--- config.mk ---
export PLATFORM = sky130hd
export DESIGN_NAME = approx_ripple_comparator_top
export DESIGN_NICKNAME = d
export VERILOG_FILES = /design/src/hdl/arc_pkg.sv /design/src/hdl/arc_cell.sv /design/src/hdl/approx_ripple_comparator_top.sv
export VERILOG_INCLUDE_DIRS = /design/src /design/src/hdl
export SDC_FILE = /design/constraint.sdc
export NUM_CORES = 1
export LEC_CHECK = 0
export BUFFER_PORTS_ARGS = -buffer_cell sky130_fd_sc_hd__buf_2
export CORE_ASPECT_RATIO = 1.5
export CORE_MARGIN = 4
export CORE_UTILIZATION = 53
export CTS_BUF_LIST = sky130_fd_sc_hd__clkbuf_2
export DETAILED_ROUTE_END_ITERATION = 10
export PLACE_DENSITY = 0.68
export SLEW_MARGIN = 20
export SYNTH_ARGS = -nofsm -noshare
export SYNTH_HDL_FRONTEND = slang
export SYNTH_SLANG_ARGS = --single-unit
--- constraint.sdc ---
create_clock -name clock -period 4.9 [get_ports clock]
set_clock_uncertainty 0.2 [all_clocks]
set_input_delay 0.49 -clock clock [delete_from_list [all_inputs] [get_ports clock]]
set_output_delay 0.49 -clock clock [all_outputs]
set_load 0.1 [all_outputs]
--- src/hdl/assert_macros.svh ---
// Assertion helpers shared by the RTL. Define NO_ASSERTIONS to drop them.
`ifndef ASSERT_MACROS_SVH
`define ASSERT_MACROS_SVH
`ifndef NO_ASSERTIONS
// Property checked at every rising edge outside reset
`define ASSERT_ALWAYS(lbl, clk, rst, prop, msg) \
   lbl: assert property (@(posedge clk) disable iff (rst) (prop)) else $error(msg);
// Consequent checked in the same cycle as the antecedent
`define ASSERT_IMPL(lbl, clk, rst, ante, cons, msg) \
   lbl: assert property (@(posedge clk) disable iff (rst) (ante) |-> (cons)) else $error(msg);
// Consequent checked in the cycle after the antecedent
`define ASSERT_NEXT(lbl, clk, rst, ante, cons, msg) \
   lbl: assert property (@(posedge clk) disable iff (rst) (ante) |=> (cons)) else $error(msg);
`else
`define ASSERT_ALWAYS(lbl, clk, rst, prop, msg)
`define ASSERT_IMPL(lbl, clk, rst, ante, cons, msg)
`define ASSERT_NEXT(lbl, clk, rst, ante, cons, msg)
`endif
`endif

--- src/hdl/arc_pkg.sv ---
package arc_pkg;

   // Operand width on the request channel
   localparam int DATA_W = 32;
   localparam int REQ_W  = 2 * DATA_W;
   localparam int RSP_W  = 8;
   localparam int KIND_W = 3;
   localparam int OPB_W  = 6;

   // Register indexes on the csr port
   localparam logic REG_CELL_KIND    = 1'b0;
   localparam logic REG_OPERAND_BITS = 1'b1;

   localparam logic [OPB_W-1:0] OPERAND_BITS_RESET = 6'd32;

   // Full-adder cell kinds
   typedef enum logic [KIND_W-1:0] {
      KIND_EXACT  = 3'd0,
      KIND_SMA    = 3'd1,
      KIND_AMA1   = 3'd2,
      KIND_AMA2   = 3'd3,
      KIND_AXA2   = 3'd4,
      KIND_AXA3   = 3'd5,
      KIND_BUFFER = 3'd6
   } kind_type;

   // Carry-out truth tables, bit k is the carry for index {b, ~a, cin} = k
   localparam logic [7:0] MASK_MAJORITY = 8'hE8;
   localparam logic [7:0] MASK_SMA      = 8'hEC;
   localparam logic [7:0] MASK_AMA2     = 8'hF0;
   localparam logic [7:0] MASK_BUFFER   = 8'hCC;

   // One item as it travels down the row of cells
   typedef struct packed {
      logic              valid;
      logic              carry;
      logic [DATA_W-1:0] left;
      logic [DATA_W-1:0] right;
   } stage_type;

   function automatic logic cell_carry(input logic [KIND_W-1:0] kind,
                                       input logic b_bit,
                                       input logic na_bit,
                                       input logic cin);
      logic [7:0] mask;
      case (kind)
         KIND_SMA, KIND_AMA1: mask = MASK_SMA;
         KIND_AMA2:           mask = MASK_AMA2;
         KIND_BUFFER:         mask = MASK_BUFFER;
         default:             mask = MASK_MAJORITY;
      endcase
      return mask[{b_bit, na_bit, cin}];
   endfunction

endpackage

--- src/hdl/arc_cell.sv ---
module arc_cell #(
   parameter int IDX   = 0,
   parameter int CNT_W = 6
) (
   input  logic                           clock,
   input  logic                           reset,
   input  logic                           enable,
   input  logic [arc_pkg::KIND_W-1:0]     kind,
   input  logic [CNT_W-1:0]               count,
   input  arc_pkg::stage_type             up,
   output arc_pkg::stage_type             down
);

   logic               b_bit;
   logic               na_bit;
   logic               carry_in;
   arc_pkg::stage_type down_ff;

   // Operand bits for this position; above the input width a is 0 and b is 0
   generate
      if (IDX < arc_pkg::DATA_W) begin : g_in_range
         assign b_bit  = up.right[IDX];
         assign na_bit = ~up.left[IDX];
      end else begin : g_above
         assign b_bit  = 1'b0;
         assign na_bit = 1'b1;
      end
   endgenerate

   // Cells beyond the active width pass the carry unchanged
   always_comb begin
      if (CNT_W'(IDX) < count) begin
         carry_in = arc_pkg::cell_carry(kind, b_bit, na_bit, up.carry);
      end else begin
         carry_in = up.carry;
      end
   end

   // Valid bit is control, the rest is payload
   always_ff @(posedge clock) begin
      if (reset) begin
         down_ff.valid <= 1'b0;
      end else if (enable) begin
         down_ff.valid <= up.valid;
      end
      if (enable) begin
         down_ff.carry <= carry_in;
         down_ff.left  <= up.left;
         down_ff.right <= up.right;
      end
   end

   assign down = down_ff;

endmodule

--- src/hdl/approx_ripple_comparator_top.sv ---
// A request loads cell 0 when accepted, passes one cell per bit, then the output reg.
// Throughput: one item per cycle; the row of MAX_BITS cells is fully pipelined.
// A stalled rsp side fills bubbles first; req_tready drops only when every cell and
// the output register are full and rsp_tready is low.
// Reset: synchronous, clears all valid bits, cell_kind to exact and operand_bits to 32.
`include "assert_macros.svh"
module approx_ripple_comparator_top #(
   parameter int MAX_BITS = 32
) (
   input  logic                       clock,
   input  logic                       reset,
   // req_tdata: left_value [31:0], right_value [63:32]
   input  logic                       req_tvalid,
   output logic                       req_tready,
   input  logic [arc_pkg::REQ_W-1:0]  req_tdata,
   // rsp_tdata: not_greater [0], zero fill [7:1]
   output logic                       rsp_tvalid,
   input  logic                       rsp_tready,
   output logic [arc_pkg::RSP_W-1:0]  rsp_tdata,
   input  logic                       csr_valid,
   output logic                       csr_ready,
   input  logic                       csr_index,
   input  logic [arc_pkg::OPB_W-1:0]  csr_data
);

   localparam int CNT_W = $clog2(MAX_BITS + 1);

   logic [arc_pkg::KIND_W-1:0] cell_kind_ff;
   logic [arc_pkg::OPB_W-1:0]  operand_bits_ff;
   logic [7:0]                 opb_wide;
   logic [7:0]                 max_wide;
   logic [CNT_W-1:0]           count;
   arc_pkg::stage_type         head;
   arc_pkg::stage_type         link [MAX_BITS+1];
   logic [MAX_BITS-1:0]        cell_valid;
   logic [MAX_BITS:0]          advance;
   logic                       out_valid_ff;
   logic                       out_valid_in;
   logic                       out_bit_ff;
   logic                       out_load;

   // Configuration registers, always ready
   assign csr_ready = 1'b1;

   always_ff @(posedge clock) begin
      if (reset) begin
         cell_kind_ff    <= arc_pkg::KIND_EXACT;
         operand_bits_ff <= arc_pkg::OPERAND_BITS_RESET;
      end else if (csr_valid) begin
         case (csr_index)
            arc_pkg::REG_CELL_KIND:    cell_kind_ff    <= csr_data[arc_pkg::KIND_W-1:0];
            arc_pkg::REG_OPERAND_BITS: operand_bits_ff <= csr_data;
            default: ;
         endcase
      end
   end

   // Active width, clamped to the length of the row
   assign opb_wide = 8'(operand_bits_ff);
   assign max_wide = 8'(MAX_BITS);
   assign count    = (opb_wide > max_wide) ? CNT_W'(MAX_BITS) : CNT_W'(opb_wide);

   // Item entering the row, carry-in of one for b + ~a + 1
   assign head.valid = req_tvalid;
   assign head.carry = 1'b1;
   assign head.left  = req_tdata[arc_pkg::DATA_W-1:0];
   assign head.right = req_tdata[arc_pkg::REQ_W-1:arc_pkg::DATA_W];
   assign link[0]    = head;

   // A cell moves on when it is empty or its neighbour moves on
   always_comb begin
      advance[MAX_BITS] = !out_valid_ff || rsp_tready;
      for (int i = MAX_BITS - 1; i >= 0; i--) begin
         advance[i] = !cell_valid[i] || advance[i+1];
      end
   end

   assign req_tready = advance[0];

   // Row of cells, one bit position each
   for (genvar g = 0; g < MAX_BITS; g++) begin : g_cell
      arc_cell #(
         .IDX   (g),
         .CNT_W (CNT_W)
      ) u_cell (
         .clock  (clock),
         .reset  (reset),
         .enable (advance[g]),
         .kind   (cell_kind_ff),
         .count  (count),
         .up     (link[g]),
         .down   (link[g+1])
      );
      assign cell_valid[g] = link[g+1].valid;
   end

   // Output register
   assign out_load     = advance[MAX_BITS] && link[MAX_BITS].valid;
   assign out_valid_in = out_load || (out_valid_ff && !rsp_tready);

   always_ff @(posedge clock) begin
      if (reset) begin
         out_valid_ff <= 1'b0;
      end else begin
         out_valid_ff <= out_valid_in;
      end
      if (out_load) begin
         out_bit_ff <= link[MAX_BITS].carry;
      end
   end

   assign rsp_tvalid = out_valid_ff;
   assign rsp_tdata  = {{(arc_pkg::RSP_W-1){1'b0}}, out_bit_ff};

   // With no active bits the answer is the carry-in
   `ASSERT_IMPL(a_zero_width, clock, reset, rsp_tvalid && $stable(count) && count == '0 && $past(rsp_tvalid) == 1'b0, rsp_tdata[0], "zero width must give not_greater")
   // Input stalls only when the whole row and the output register are full
   `ASSERT_IMPL(a_stall_full, clock, reset, !req_tready, (&cell_valid) && out_valid_ff, "req stalled with a free slot")
   // A new result only comes from an item leaving the last cell
   `ASSERT_IMPL(a_out_source, clock, reset, $rose(rsp_tvalid), $past(link[MAX_BITS].valid), "result without item")

endmodule
==> impl_results.md <==
- Outcome: complete, no violations
- Final setup vio count: 0
- Initial DRC Count: 825
- CP max FO: 7
- Root Buffer: clkbuf_2
- Syn avg cell area: roughly 22 um2
- Final wirelength: ~52000 um
- Met2 wire length: 28500 um
- Die Wd: 216 um
- DR vias/cell: between 5 and 6
- Mapped Area: 34500 um2
- Detail Route Antenna Nets: 0
- Detailed-route DRC error count: 0
- First-pass detailed-route iteration total: 6
- Top Layer Used: met4
- Layout cells sized above 1: 21.8%
- Max_cap viols: 0
- First-pass GRT wire length: 84800 um
- Worst Setup Start Kind: flop
- Met1 wire length: 18600 um
- Final Util: 62.3%
- CTS Buf Count: between 200 and 250
- Tightest Pin Transition: around 1100 ps
- Largest net degree at the start of global routing: between 60 and 70
- P_leak: 0.0150 uW
- Fill cells: around 4500
- CTS H-Tree Depth: 4
- IO Pins: 87
- Global-route usage over all layers: 15.7%
- Final net count: 2123
- Crit path required time: 4210 ps
- Clk slew on worst S/H paths: 120 ps
- Synth area leaders: edfxtp_1 (89%), dfxtp_1 (2.4%), a21oi_1 (0.80%)
- Crit path kind: flop to output pin
- Tmin final: 4480 ps
- Slowest stage cell on the critical path: nand4_1
- Max Fclk: around 220 MHz
- Critical path capture point type: output pin
- Number of flops mapped to enable cells by yosys: 1025
- Placer Congestion: roughly 0.83
- Syn Inst Count: 1539
- Min-Delay Path Class: flop to flop
- Distinct cells, synth: 60
- Slew HR: ~30%
- Critical path cell sequence: nor2b_4 -> and3_4 -> inv_4 -> nor4b_4 -> nand4_1 -> buf_2
- Data arrival time of the worst path: 3790 ps
- Std-Cell Core Area: 64500 um2
- Initial antenna violation count: 2
- Ys flop type: edfxtp_1
- DP Cell Count: 2470
- Ys async rst share: 0%
- Most common cell after layout, fill and taps aside: edfxtp_1
- CP top delay family: simple AND/OR/NAND/NOR gates
- Power Density: 402 nW/um2
- Worst skew pair latency: about 1400 ps
- Wire length on met3: around 3000 um
- CTS tree: yes
- Drt wl/cell: 16.9 um
- Seq/Total Area, Yosys: ~92%
- Total power: between 15000 and 20000 uW
- Crit path largest cell delay: 530 ps
- Via count: 15400
- Maximum VDD drop: ~0.29 mV
- Die span in y: 320 um
- CTS max path bufs: 3
- Vias in the first global route: 16700
- Input/output buffers: 78
- Synthesized flop and latch total: 1067
- Cell taking the most area after synthesis: edfxtp_1
- Non-filler cells, final: ~3100
- # resized after CTS: 0
- Area delta synth->final: 16.6%
- Most frequent cells in the layout: edfxtp_1 (1025), clkbuf_2 (329), dlygate4sd3_1 (218), buf_2 (78)
- R2r setup slk: about 1100 ps
- Hpwl dp: 28600 um
- Starting Density: a little over half
- Die ar.: between 60000 and 70000 um2
- Post-synth top area share: between 80 and 90%
- Period utilization: 91.4%
- Unrepaired setup endpoints after global routing: no
- CP bufs+invs: 2
- Clk sink count: 1067
- Congestion Overflow GR: 0
- Row count: ~110
- Yosys warnings: 0
- Pins Over Slew Limit: 0
- Final Hold Fails: 0
[metrics by stage]
step                      cell area (um2)  worst slack [ps]  hold WS, ps  TNS (ps)
after detailed placement            35900              1080          205         0
final                               40200               423          158         0
after global routing                40200              1.51        -17.5         0
after global placement              35900              1310          200         0
after floorplan                     34500              -645          200    -40850
after CTS                           40100              81.3         1.05         0
[cells by family after synthesis]
family / count (synthesis) / share of synthesized area, %
other cells: 2 / 0.0218
simple gates: 163 / 2.68
mux: 3 / 0.0872
compound gates: 220 / 4.29
buf+inv: 84 / 1.14
flops: 1067 / 91.8
[flip-flops by register name, indices dropped and copies added, names as in the netlist]
signal and flops:
out_bit_ff 1, g_cell.u_cell.down 1056, operand_bits_ff 6, cell_kind_ff 3
rsp_tvalid 1
[Yosys cell counts, types with 3 or more instances]
library cell  count
nand2b_1         10
or3_1             4
o31ai_1           3
a41oi_1           3
dfxtp_1          42
mux2i_1           3
nand3b_1          9
o211ai_1          7
o311ai_0          5
and2_1            7
a21oi_1          55
o2bb2ai_1        20
edfxtp_1       1025
or2_2             4
a2bb2oi_1        18
o21ai_0          55
clkbuf_1         23
nor2b_1           4
inv_1            39
buf_2             7
a22o_1            8
a31oi_1           8
o22a_1           18
nand4_1           8
buf_4            11
and3_1            4
nand3_1          18
nor2_1           40
nand2_1          36
[worst paths after layout]
kind / startpoint / end / cells after the start
hold reg to reg: g_cell[21].u_cell.down[55] / g_cell[22].u_cell.down[55] / 0
hold / removal: g_cell[21].u_cell.down[55] / g_cell[22].u_cell.down[55] / 0
setup / recovery: rsp_tvalid / req_tready / 6
setup reg to reg: rsp_tvalid / g_cell[3].u_cell.down[61] / 7
[area by class of cell]
class | instances | area [um2] | share of cell area [%]
Timing Repair Buffer | 320 | 2770 | 6.88
Tap cell | 870 | 1090 | 2.71
Inverter | 40 | 153 | 0.380
Antenna cell | 4 | 10.0 | 0.0249
Clock inverter | 48 | 369 | 0.919
Sequential cell | 1067 | 31600 | 78.7
Multi-Input combinational cell | 394 | 2510 | 6.25
Clock buffer | 329 | 1650 | 4.10
[repair_timing]
action,4_1_cts,5_1_grt
hold endpoints to repair,211,0
buffers inserted,0,2
hold buffers,219,0
endpoints found under the setup margin,0,1
[per-layer routing]
layer | up-vias | global-route usage (%)
met4 | 0 | 8.10
met5 | - | 0
li1 | 7262 | -
met3 | 116 | 5.15
met2 | 481 | 28.1
met1 | 7521 | 16.4
[where the power goes]
group | internal [uW] | leakage, uW | switching, uW
clock | 2090 | 0.00154 | 3030
combinational | 226 | 0.00230 | 172
sequential | 10500 | 0.0112 | 175
No activity file was read; power rests on OpenSTA's default activity.
